[config.mk]
export PLATFORM = sky130hd
export DESIGN_NAME = nmea_rmc_time_extractor_unit
export DESIGN_NICKNAME = d
export VERILOG_FILES = /design/src/rtl/core/nrte_pkg.sv /design/src/rtl/core/nrte_front.sv /design/src/rtl/core/nrte_queue.sv /design/src/rtl/core/nrte_back.sv /design/src/rtl/core/nmea_rmc_time_extractor_unit.sv
export SDC_FILE = /design/constraint.sdc
export NUM_CORES = 1
export LEC_CHECK = 0
export BUFFER_PORTS_ARGS = -buffer_cell sky130_fd_sc_hd__buf_2
export CORE_AREA = 2 2 150 152
export DETAILED_ROUTE_END_ITERATION = 7
export DIE_AREA = 0 0 152 154
export HOLD_SLACK_MARGIN = 0.05
export PLACE_DENSITY = 0.62
export SLEW_MARGIN = 10
export SYNTH_ARGS = -nofsm -noshare
export SYNTH_HDL_FRONTEND = slang
export SYNTH_HIERARCHICAL = 1
export SYNTH_SLANG_ARGS = --single-unit
[constraint.sdc]
create_clock -name aclk -period 7.55 [get_ports aclk]
set_input_delay 0.3775 -clock aclk [delete_from_list [all_inputs] [get_ports aclk]]
set_output_delay 0.3775 -clock aclk [all_outputs]
set_load 0.05 [all_outputs]
[src/rtl/core/nrte_pkg.sv]
// ----------------------------------------------------------------------------
// nrte_pkg
// Shared types, codes and character tables for the RMC time extractor.
// ----------------------------------------------------------------------------
package nrte_pkg;

    localparam int CHAR_W   = 8;
    localparam int HOURS_W  = 5;
    localparam int TIME_W   = 7;
    localparam int KIND_W   = 3;
    localparam int ZONE_W   = 5;

    localparam logic [ZONE_W-1:0] ZONE_RESET = 5'd8;
    localparam logic [7:0]        HOURS_PER_DAY = 8'd24;

    // token kind codes
    localparam logic [KIND_W-1:0] KIND_OTHER    = 3'd0;
    localparam logic [KIND_W-1:0] KIND_ACCEPTED = 3'd1;
    localparam logic [KIND_W-1:0] KIND_BAD_SUM  = 3'd2;
    localparam logic [KIND_W-1:0] KIND_NOT_FIX  = 3'd3;
    localparam logic [KIND_W-1:0] KIND_END      = 3'd4;

    localparam logic [CHAR_W-1:0] CH_DOLLAR = 8'h24;
    localparam logic [CHAR_W-1:0] CH_STAR   = 8'h2A;
    localparam logic [CHAR_W-1:0] CH_COMMA  = 8'h2C;
    localparam logic [CHAR_W-1:0] CH_E      = 8'h45;
    localparam logic [CHAR_W-1:0] CH_V      = 8'h56;

    localparam logic [2:0] RMC_LEN = 3'd6;
    localparam logic [2:0] END_LEN = 3'd3;

    // one finished token handed from the front end to the back end
    typedef struct packed {
        logic [KIND_W-1:0] kind;
        logic [TIME_W-1:0] hours;
        logic [TIME_W-1:0] minutes;
        logic [TIME_W-1:0] seconds;
    } nrte_token_t;

    function automatic logic [CHAR_W-1:0] rmc_char(input logic [2:0] pos);
        logic [CHAR_W-1:0] ch;
        case (pos)
            3'd0:    ch = 8'h24; // $
            3'd1:    ch = 8'h47; // G
            3'd2:    ch = 8'h50; // P
            3'd3:    ch = 8'h52; // R
            3'd4:    ch = 8'h4D; // M
            3'd5:    ch = 8'h43; // C
            default: ch = 8'h00;
        endcase
        return ch;
    endfunction

    function automatic logic [CHAR_W-1:0] end_char(input logic [2:0] pos);
        logic [CHAR_W-1:0] ch;
        case (pos)
            3'd0:    ch = 8'h45; // E
            3'd1:    ch = 8'h4E; // N
            3'd2:    ch = 8'h44; // D
            default: ch = 8'h00;
        endcase
        return ch;
    endfunction

endpackage

[src/rtl/core/nrte_front.sv]
// ----------------------------------------------------------------------------
// nrte_front
// Per-character token parser; emits one token record at each token end.
// ----------------------------------------------------------------------------
module nrte_front (
    input  logic                       aclk,
    input  logic                       aresetn,
    input  logic                       s_valid,
    output logic                       s_ready,
    input  logic [nrte_pkg::CHAR_W-1:0] s_char_byte,
    input  logic                       q_full,
    output logic                       q_push,
    output nrte_pkg::nrte_token_t      q_data
);

    typedef enum logic [2:0] {
        PH_IDLE,
        PH_RMC_PREFIX,
        PH_END_PREFIX,
        PH_BODY,
        PH_CHECK,
        PH_OTHER,
        PH_ENDTOK,
        PH_REJECT
    } phase_t;

    phase_t      phase_reg, phase_next;
    logic [2:0]  prefix_pos_reg, prefix_pos_next;
    logic [7:0]  xor_reg, xor_next;
    logic [1:0]  comma_reg, comma_next;
    logic [2:0]  digit_pos_reg, digit_pos_next;
    logic [6:0]  cand_h_reg, cand_h_next;
    logic [6:0]  cand_m_reg, cand_m_next;
    logic [6:0]  cand_s_reg, cand_s_next;
    logic [7:0]  check_reg, check_next;
    logic [1:0]  check_cnt_reg, check_cnt_next;

    logic        accept;
    logic        is_ws;
    logic [7:0]  c;
    logic [3:0]  digit;
    logic [7:0]  digit_x10;
    logic [6:0]  slot_val;
    logic [6:0]  slot_new;
    logic [1:0]  comma_mid;
    logic [3:0]  hex_val;
    logic        hex_ok;
    logic [2:0]  kind;

    assign s_ready = !q_full;
    assign accept  = s_valid && s_ready;
    assign c       = s_char_byte;
    assign is_ws   = (c == 8'h20) || (c == 8'h09) || (c == 8'h0D) || (c == 8'h0A);

    assign digit     = c[3:0];
    assign digit_x10 = {1'b0, digit, 3'b000} + {3'b000, digit, 1'b0};

    always_comb begin
        if (digit_pos_reg < 3'd2) begin
            slot_val = cand_h_reg;
        end else if (digit_pos_reg < 3'd4) begin
            slot_val = cand_m_reg;
        end else begin
            slot_val = cand_s_reg;
        end
        if (!digit_pos_reg[0]) begin
            slot_new = digit_x10[6:0];
        end else begin
            slot_new = slot_val + {3'b000, digit};
        end
    end

    always_comb begin
        hex_ok  = 1'b1;
        hex_val = 4'd0;
        if (c >= 8'h30 && c <= 8'h39) begin
            hex_val = c[3:0];
        end else if ((c >= 8'h41 && c <= 8'h46) || (c >= 8'h61 && c <= 8'h66)) begin
            hex_val = c[3:0] + 4'd9;
        end else begin
            hex_ok = 1'b0;
        end
    end

    always_comb begin
        case (phase_reg)
            PH_BODY:   kind = nrte_pkg::KIND_BAD_SUM;
            PH_CHECK:  kind = (check_cnt_reg == 2'd2 && check_reg == xor_reg)
                              ? nrte_pkg::KIND_ACCEPTED : nrte_pkg::KIND_BAD_SUM;
            PH_ENDTOK: kind = nrte_pkg::KIND_END;
            PH_REJECT: kind = nrte_pkg::KIND_NOT_FIX;
            default:   kind = nrte_pkg::KIND_OTHER;
        endcase
    end

    assign q_data.kind    = kind;
    assign q_data.hours   = cand_h_reg;
    assign q_data.minutes = cand_m_reg;
    assign q_data.seconds = cand_s_reg;

    always_comb begin
        phase_next      = phase_reg;
        prefix_pos_next = prefix_pos_reg;
        xor_next        = xor_reg;
        comma_next      = comma_reg;
        digit_pos_next  = digit_pos_reg;
        cand_h_next     = cand_h_reg;
        cand_m_next     = cand_m_reg;
        cand_s_next     = cand_s_reg;
        check_next      = check_reg;
        check_cnt_next  = check_cnt_reg;
        q_push          = 1'b0;
        comma_mid       = comma_reg;

        if (accept) begin
            if (is_ws) begin
                if (phase_reg != PH_IDLE) begin
                    q_push          = 1'b1;
                    phase_next      = PH_IDLE;
                    prefix_pos_next = 3'd0;
                    xor_next        = 8'd0;
                    comma_next      = 2'd0;
                    digit_pos_next  = 3'd0;
                    cand_h_next     = 7'd0;
                    cand_m_next     = 7'd0;
                    cand_s_next     = 7'd0;
                    check_next      = 8'd0;
                    check_cnt_next  = 2'd0;
                end
            end else begin
                case (phase_reg)
                    PH_IDLE: begin
                        if (c == nrte_pkg::CH_DOLLAR) begin
                            phase_next      = PH_RMC_PREFIX;
                            prefix_pos_next = 3'd1;
                        end else if (c == nrte_pkg::CH_E) begin
                            phase_next      = PH_END_PREFIX;
                            prefix_pos_next = 3'd1;
                        end else begin
                            phase_next = PH_OTHER;
                        end
                    end
                    PH_RMC_PREFIX: begin
                        if (c == nrte_pkg::rmc_char(prefix_pos_reg)) begin
                            xor_next        = xor_reg ^ c;
                            prefix_pos_next = prefix_pos_reg + 3'd1;
                            if (prefix_pos_next == nrte_pkg::RMC_LEN) begin
                                phase_next = PH_BODY;
                            end
                        end else begin
                            phase_next = PH_OTHER;
                        end
                    end
                    PH_END_PREFIX: begin
                        if (c == nrte_pkg::end_char(prefix_pos_reg)) begin
                            prefix_pos_next = prefix_pos_reg + 3'd1;
                            if (prefix_pos_next == nrte_pkg::END_LEN) begin
                                phase_next = PH_ENDTOK;
                            end
                        end else begin
                            phase_next = PH_OTHER;
                        end
                    end
                    PH_BODY: begin
                        if (c == nrte_pkg::CH_STAR) begin
                            phase_next = PH_CHECK;
                        end else begin
                            xor_next = xor_reg ^ c;
                            if (comma_reg == 2'd2 && c == nrte_pkg::CH_V) begin
                                phase_next = PH_REJECT;
                            end else begin
                                // byte right after the second comma closes the field count
                                if (comma_reg == 2'd2) begin
                                    comma_mid = 2'd3;
                                end
                                if (comma_mid != 2'd0 && digit_pos_reg < 3'd6) begin
                                    digit_pos_next = digit_pos_reg + 3'd1;
                                    if (digit_pos_reg < 3'd2) begin
                                        cand_h_next = slot_new;
                                    end else if (digit_pos_reg < 3'd4) begin
                                        cand_m_next = slot_new;
                                    end else begin
                                        cand_s_next = slot_new;
                                    end
                                end
                                if (c == nrte_pkg::CH_COMMA && comma_mid < 2'd2) begin
                                    comma_next = comma_mid + 2'd1;
                                end else begin
                                    comma_next = comma_mid;
                                end
                            end
                        end
                    end
                    PH_CHECK: begin
                        if (check_cnt_reg < 2'd2) begin
                            if (hex_ok) begin
                                check_next     = {check_reg[3:0], hex_val};
                                check_cnt_next = check_cnt_reg + 2'd1;
                            end else begin
                                check_cnt_next = 2'd3;
                            end
                        end
                    end
                    default: begin
                    end
                endcase
            end
        end
    end

    always_ff @(posedge aclk) begin
        if (!aresetn) begin
            phase_reg      <= PH_IDLE;
            prefix_pos_reg <= 3'd0;
            xor_reg        <= 8'd0;
            comma_reg      <= 2'd0;
            digit_pos_reg  <= 3'd0;
            cand_h_reg     <= 7'd0;
            cand_m_reg     <= 7'd0;
            cand_s_reg     <= 7'd0;
            check_reg      <= 8'd0;
            check_cnt_reg  <= 2'd0;
        end else begin
            phase_reg      <= phase_next;
            prefix_pos_reg <= prefix_pos_next;
            xor_reg        <= xor_next;
            comma_reg      <= comma_next;
            digit_pos_reg  <= digit_pos_next;
            cand_h_reg     <= cand_h_next;
            cand_m_reg     <= cand_m_next;
            cand_s_reg     <= cand_s_next;
            check_reg      <= check_next;
            check_cnt_reg  <= check_cnt_next;
        end
    end

endmodule

[src/rtl/core/nrte_queue.sv]
// ----------------------------------------------------------------------------
// nrte_queue
// Two-entry token queue between parser front end and result back end.
// ----------------------------------------------------------------------------
module nrte_queue (
    input  logic                  aclk,
    input  logic                  aresetn,
    input  logic                  push,
    input  nrte_pkg::nrte_token_t push_data,
    output logic                  full,
    output logic                  head_valid,
    input  logic                  pop,
    output nrte_pkg::nrte_token_t head_data
);

    nrte_pkg::nrte_token_t mem [2];
    logic       wr_ptr_reg, wr_ptr_next;
    logic       rd_ptr_reg, rd_ptr_next;
    logic [1:0] count_reg, count_next;
    logic       do_push;
    logic       do_pop;

    assign full       = (count_reg == 2'd2);
    assign head_valid = (count_reg != 2'd0);
    assign head_data  = mem[rd_ptr_reg];
    assign do_push    = push && !full;
    assign do_pop     = pop && head_valid;

    always_comb begin
        wr_ptr_next = wr_ptr_reg ^ do_push;
        rd_ptr_next = rd_ptr_reg ^ do_pop;
        count_next  = count_reg + {1'b0, do_push} - {1'b0, do_pop};
    end

    always_ff @(posedge aclk) begin
        if (do_push) begin
            mem[wr_ptr_reg] <= push_data;
        end
    end

    always_ff @(posedge aclk) begin
        if (!aresetn) begin
            wr_ptr_reg <= 1'b0;
            rd_ptr_reg <= 1'b0;
            count_reg  <= 2'd0;
        end else begin
            wr_ptr_reg <= wr_ptr_next;
            rd_ptr_reg <= rd_ptr_next;
            count_reg  <= count_next;
        end
    end

endmodule

[src/rtl/core/nrte_back.sv]
// ----------------------------------------------------------------------------
// nrte_back
// Applies zone offset, updates held time and drives the result register.
// ----------------------------------------------------------------------------
module nrte_back (
    input  logic                        aclk,
    input  logic                        aresetn,
    input  logic                        cfg_wr_en,
    input  logic [nrte_pkg::ZONE_W-1:0] cfg_wr_data,
    input  logic                        q_valid,
    output logic                        q_pop,
    input  nrte_pkg::nrte_token_t       q_data,
    output logic                        m_valid,
    input  logic                        m_ready,
    output logic [nrte_pkg::KIND_W-1:0] m_token_kind,
    output logic [nrte_pkg::HOURS_W-1:0] m_hours,
    output logic [nrte_pkg::TIME_W-1:0] m_minutes,
    output logic [nrte_pkg::TIME_W-1:0] m_seconds
);

    logic [nrte_pkg::ZONE_W-1:0]  zone_reg;
    logic [nrte_pkg::HOURS_W-1:0] held_h_reg, held_h_next;
    logic [nrte_pkg::TIME_W-1:0]  held_m_reg, held_m_next;
    logic [nrte_pkg::TIME_W-1:0]  held_s_reg, held_s_next;
    logic                         valid_reg, valid_next;
    logic [nrte_pkg::KIND_W-1:0]  kind_reg;

    logic [7:0]  sum;
    logic [14:0] recip;
    logic [2:0]  quot;
    logic [7:0]  rem;
    logic [7:0]  rem_fix;

    // sum <= 158; floor(sum/24) == (sum*171) >> 12 over that range
    assign sum     = {1'b0, q_data.hours} + {3'b000, zone_reg};
    assign recip   = {7'd0, sum} * 15'd171;
    assign quot    = recip[14:12];
    assign rem     = sum - ({5'd0, quot} * nrte_pkg::HOURS_PER_DAY);
    assign rem_fix = (rem >= nrte_pkg::HOURS_PER_DAY) ? rem - nrte_pkg::HOURS_PER_DAY : rem;

    assign q_pop = q_valid && (!valid_reg || m_ready);

    always_comb begin
        held_h_next = held_h_reg;
        held_m_next = held_m_reg;
        held_s_next = held_s_reg;
        valid_next  = valid_reg;
        if (m_ready) begin
            valid_next = 1'b0;
        end
        if (q_pop) begin
            valid_next = 1'b1;
            if (q_data.kind == nrte_pkg::KIND_ACCEPTED) begin
                held_h_next = rem_fix[nrte_pkg::HOURS_W-1:0];
                held_m_next = q_data.minutes;
                held_s_next = q_data.seconds;
            end
        end
    end

    always_ff @(posedge aclk) begin
        if (!aresetn) begin
            zone_reg   <= nrte_pkg::ZONE_RESET;
            held_h_reg <= '0;
            held_m_reg <= '0;
            held_s_reg <= '0;
            valid_reg  <= 1'b0;
        end else begin
            if (cfg_wr_en) begin
                zone_reg <= cfg_wr_data;
            end
            held_h_reg <= held_h_next;
            held_m_reg <= held_m_next;
            held_s_reg <= held_s_next;
            valid_reg  <= valid_next;
        end
    end

    always_ff @(posedge aclk) begin
        if (q_pop) begin
            kind_reg <= q_data.kind;
        end
    end

    assign m_valid      = valid_reg;
    assign m_token_kind = kind_reg;
    assign m_hours      = held_h_reg;
    assign m_minutes    = held_m_reg;
    assign m_seconds    = held_s_reg;

endmodule

[src/rtl/core/nmea_rmc_time_extractor_unit.sv]
// ----------------------------------------------------------------------------
// nmea_rmc_time_extractor_unit
// RMC sentence parser: pulls UTC time out of a character stream, checks the
// sentence checksum and reports one result per whitespace-terminated token.
// ----------------------------------------------------------------------------
//   channel   direction  payload                                   handshake
//   s_        in         char_byte[7:0]                            valid/ready
//   m_        out        token_kind[2:0] hours[4:0] min[6:0] s[6:0] valid/ready
//   cfg_      in         wr_data[4:0] (zone offset hours)          wr_en only
//
// One character per cycle while s_ready is high. A token end is queued at the
// accepting edge and then loads the result register, which drives m_valid,
// once the result side can take it. Synchronous active-low reset; zone offset
// resets to 8, held time to zero.
// s_ready drops only when the two-entry token queue is full, i.e. after the
// result side has been stalled for a while; a waiting result does not block
// the parser.
// ----------------------------------------------------------------------------
module nmea_rmc_time_extractor_unit (
    input  logic                         aclk,
    input  logic                         aresetn,
    input  logic                         cfg_wr_en,
    input  logic [nrte_pkg::ZONE_W-1:0]  cfg_wr_data,
    input  logic                         s_valid,
    output logic                         s_ready,
    input  logic [nrte_pkg::CHAR_W-1:0]  s_char_byte,
    output logic                         m_valid,
    input  logic                         m_ready,
    output logic [nrte_pkg::KIND_W-1:0]  m_token_kind,
    output logic [nrte_pkg::HOURS_W-1:0] m_hours,
    output logic [nrte_pkg::TIME_W-1:0]  m_minutes,
    output logic [nrte_pkg::TIME_W-1:0]  m_seconds
);

    logic                  q_full;
    logic                  q_push;
    nrte_pkg::nrte_token_t q_in;
    logic                  q_valid;
    logic                  q_pop;
    nrte_pkg::nrte_token_t q_out;

    nrte_front u_front (
        .aclk        (aclk),
        .aresetn     (aresetn),
        .s_valid     (s_valid),
        .s_ready     (s_ready),
        .s_char_byte (s_char_byte),
        .q_full      (q_full),
        .q_push      (q_push),
        .q_data      (q_in)
    );

    nrte_queue u_queue (
        .aclk       (aclk),
        .aresetn    (aresetn),
        .push       (q_push),
        .push_data  (q_in),
        .full       (q_full),
        .head_valid (q_valid),
        .pop        (q_pop),
        .head_data  (q_out)
    );

    nrte_back u_back (
        .aclk         (aclk),
        .aresetn      (aresetn),
        .cfg_wr_en    (cfg_wr_en),
        .cfg_wr_data  (cfg_wr_data),
        .q_valid      (q_valid),
        .q_pop        (q_pop),
        .q_data       (q_out),
        .m_valid      (m_valid),
        .m_ready      (m_ready),
        .m_token_kind (m_token_kind),
        .m_hours      (m_hours),
        .m_minutes    (m_minutes),
        .m_seconds    (m_seconds)
    );

endmodule
==> impl_metrics.tcl <==
set metrics [dict create \
    status "finished, final reports clean" \
    route.met2.wl_um 8420 \
    fin_crit_ns 7.20 \
    cp_slowest_stage_delay_ns 0.55 \
    syn_nets 966 \
    core_um2 21700 \
    routed_wl_um 18300 \
    largest_reg_flops 48 \
    crit_slowest_cell "fa_1" \
    area_delta_synth_final_pct 14.6 \
    clock-sinks 131 \
    tightest_slew_ns 0.839 \
    io_pins 42 \
    cts_buffers 17 \
    die-height_um 154 \
    fp.dieW_um 152 \
    synth-edff-count 51 \
    port_buffers 41 \
    worst-setup-path-type "register to register" \
    synthTopCellsByCount "nand2_1 (89), dfxtp_1 (80), ha_1 (74)" \
    place.gp.congestion 0.847 \
    clkTransAtPathRegs_ns 0.06 \
    multi_input_comb_area_um2 5020 \
    grt_max_degree 77 \
    yosysTopAreaCell "dfxtp_1" \
    post-route-period-util_pct 95.4 \
    arrival_ns 7.49 \
    synth.distinct_cells 82 \
    insertion_delay_ns 0.43 \
    wl_met3_um 650 \
    required_ns 7.84 \
    synth_top_area_share_pct 18.8 \
    synthTopCellsByArea "dfxtp_1 (19%), edfxtp_1 (18%), ha_1 (11%), nand2_1 (3.9%), mux2i_1 (3.9%)" \
    synth_area_um2 8530 \
    grt_overflow 0 \
    cp_max_fo 6 \
    p_leak_uw 0.00402 \
    ys.flop_type "dfxtp_1" \
    drt-met1-wl_um 8970 \
    dieArea_um2 23400 \
    row_count 54 \
    cp_common_cell "fa_1" \
    finalHoldViolCount 0 \
    grt_pass1_wl_um 30500 \
    drt_first_pass_iters 7 \
    setup_viol_count_final 0 \
    cp-end-kind "register" \
    initial_utilization_pct 39.4 \
    clock_skew_ns 0.0159 \
    final_util_pct 45.1 \
    synth_cells 859 \
    start_kind "register" \
    drt_iter0_drc 360 \
    slew-limit-headroom_pct 44.0 \
    vias 6244 \
    grt_pass1_vias 5985 \
    clk_path_buf_depth 2 \
    p_per_area_nw_per_um2 187 \
    max_freq_mhz 139 \
    hold_path.class "input pin to register" \
    ant_nets 0 \
    wire_per_inst_um 15.2 \
    async_flop_share_pct 0 \
    num-nets-final 1014 \
    maxCapViolCount 0 \
    fillers 2050 \
    viasPerCell 5.20 \
    groute.usage.overall_pct 16.1 \
    seq_area_frac_synth_pct 36.7 \
    synth_most_common_cell "nand2_1" \
    seqCellArea_um2 3130 \
    synth_area_per_cell_um2 9.94 \
    synth_seq_cells 131 \
    ys_warn_count 6 \
    cts_tree "done" \
    drc 0 \
    whs_ns 0.179 \
    ir_drop_v 0.000123 \
    hpwl_um 13200 \
    cts.root.buffer_cell "clkbuf_16" \
    drive_gt1_share_pct 19.1 \
    antenna_found_initial 0 \
    htreeDepth 4 \
    diodes 0 \
    top_layer "met4" \
    slew_violations 0 \
]
-- routing by layer --
metal / GRT usage (%) / vias up
met5: 0 / -
met4: 4.72 / 0
met3: 3.52 / 19
met2: 25.9 / 113
met1: 21.7 / 2987
li1: - / 3125
-- final cells by class --
type / instances / area share (%)
Multi-Input combinational cell: 631 / 51.4
Sequential cell: 131 / 32.1
Inverter: 57 / 2.19
Timing Repair Buffer: 69 / 4.38
Clock inverter: 9 / 0.768
Clock buffer: 23 / 5.66
Tap cell: 280 / 3.58
-- power by group --
part / total, uW / internal [uW] / switching [uW] / leakage (uW)
Sequential: 744 / 736 / 7.80 / 0.00110
Combinational: 239 / 102 / 137 / 0.00261
Clock: 843 / 523 / 320 / 0.000314
-- timing repair --
item	4_1_cts	5_1_grt
hold buffers	0	0
gates cloned	0	0
gates resized for setup	1	17
endpoints found under the setup margin	1	2
buffers inserted	2	6
pin swaps	3	9
-- worst max-delay path: cells and delay by family, from the launching register on --
kind | cells | cell delay (ns)
adder cells (fa/ha/maj) | 10 | 3.41
AND/OR/NAND/NOR | 3 | 1.09
AO/OA/AOI/OAI | 6 | 0.81
XOR/XNOR | 4 | 0.62
buffers and inverters | 5 | 0.49
flip-flops | 1 | 0.35
multiplexers | 1 | 0.31
-- logic make-up (layout without fill, tap and decap cells) --
kind of cell,after synthesis,count (layout),share of synthesized area (%)
flip-flops,131,131,36.7
multiplexers,62,62,8.58
AO/OA/AOI/OAI,153,153,12.8
AND/OR/NAND/NOR,279,279,16.9
XOR/XNOR,48,48,5.18
adder cells (fa/ha/maj),89,89,14.4
buffers and inverters,97,158,5.45
-- per-stage QoR --
step,setup TNS [ns],total power [uW],std cells,setup WS [ns],area (um2)
final,0,1830,1200,0.345,9780
after global routing,-0.0311,1910,1200,-0.0311,9780
after CTS,0,1840,1194,0.0448,9660
after detailed placement,-0.0563,988,1160,-0.0563,9020
after global placement,0,984,1160,0.0872,9020
after floorplan,0,930,859,0.00837,8550
-- placed cells by master, fill, tap and decap left out, drive strengths merged, types with 4 or more instances in the layout --
cell type  netlist  routed
nor2b           32      32
nor4             9       9
a31oi            7       7
a22oi            7       7
mux2            29      29
nand2           89      89
xor2            15      15
a21boi          21      21
buf             23      69
nand4            8       8
ha              74      74
mux2i           33      33
o21a             4       4
a21oi           27      27
o21ai           41      41
nand3           15      15
nor3            12      12
dfxtp           80      80
and3             9       9
clkinv           0       4
a211oi           4       4
or4              5       5
a21o             8       8
clkbuf          17      23
and2            12      12
inv             57      62
edfxtp          51      51
xnor2           32      32
nor2            56      56
nand2b           8       8
o211ai           6       6
fa              15      15
-- path summary, 6_finish.rpt --
| kind | startpoint | to | slack (ns) | cells after the start |
|---|---|---|---|---|
| setup / recovery | register | u_back/m_hours[3] | 0.35 | 29 |
| hold / removal | cfg_wr_data[3] | u_back/zone_reg[3] | 0.18 | 3 |
| setup reg to reg | register | u_back/m_hours[3] | 0.35 | 29 |
| hold reg to reg | u_back/m_seconds[0] | u_back/m_seconds[0] | 0.46 | 2 |
(Power assumes the default switching activity.)
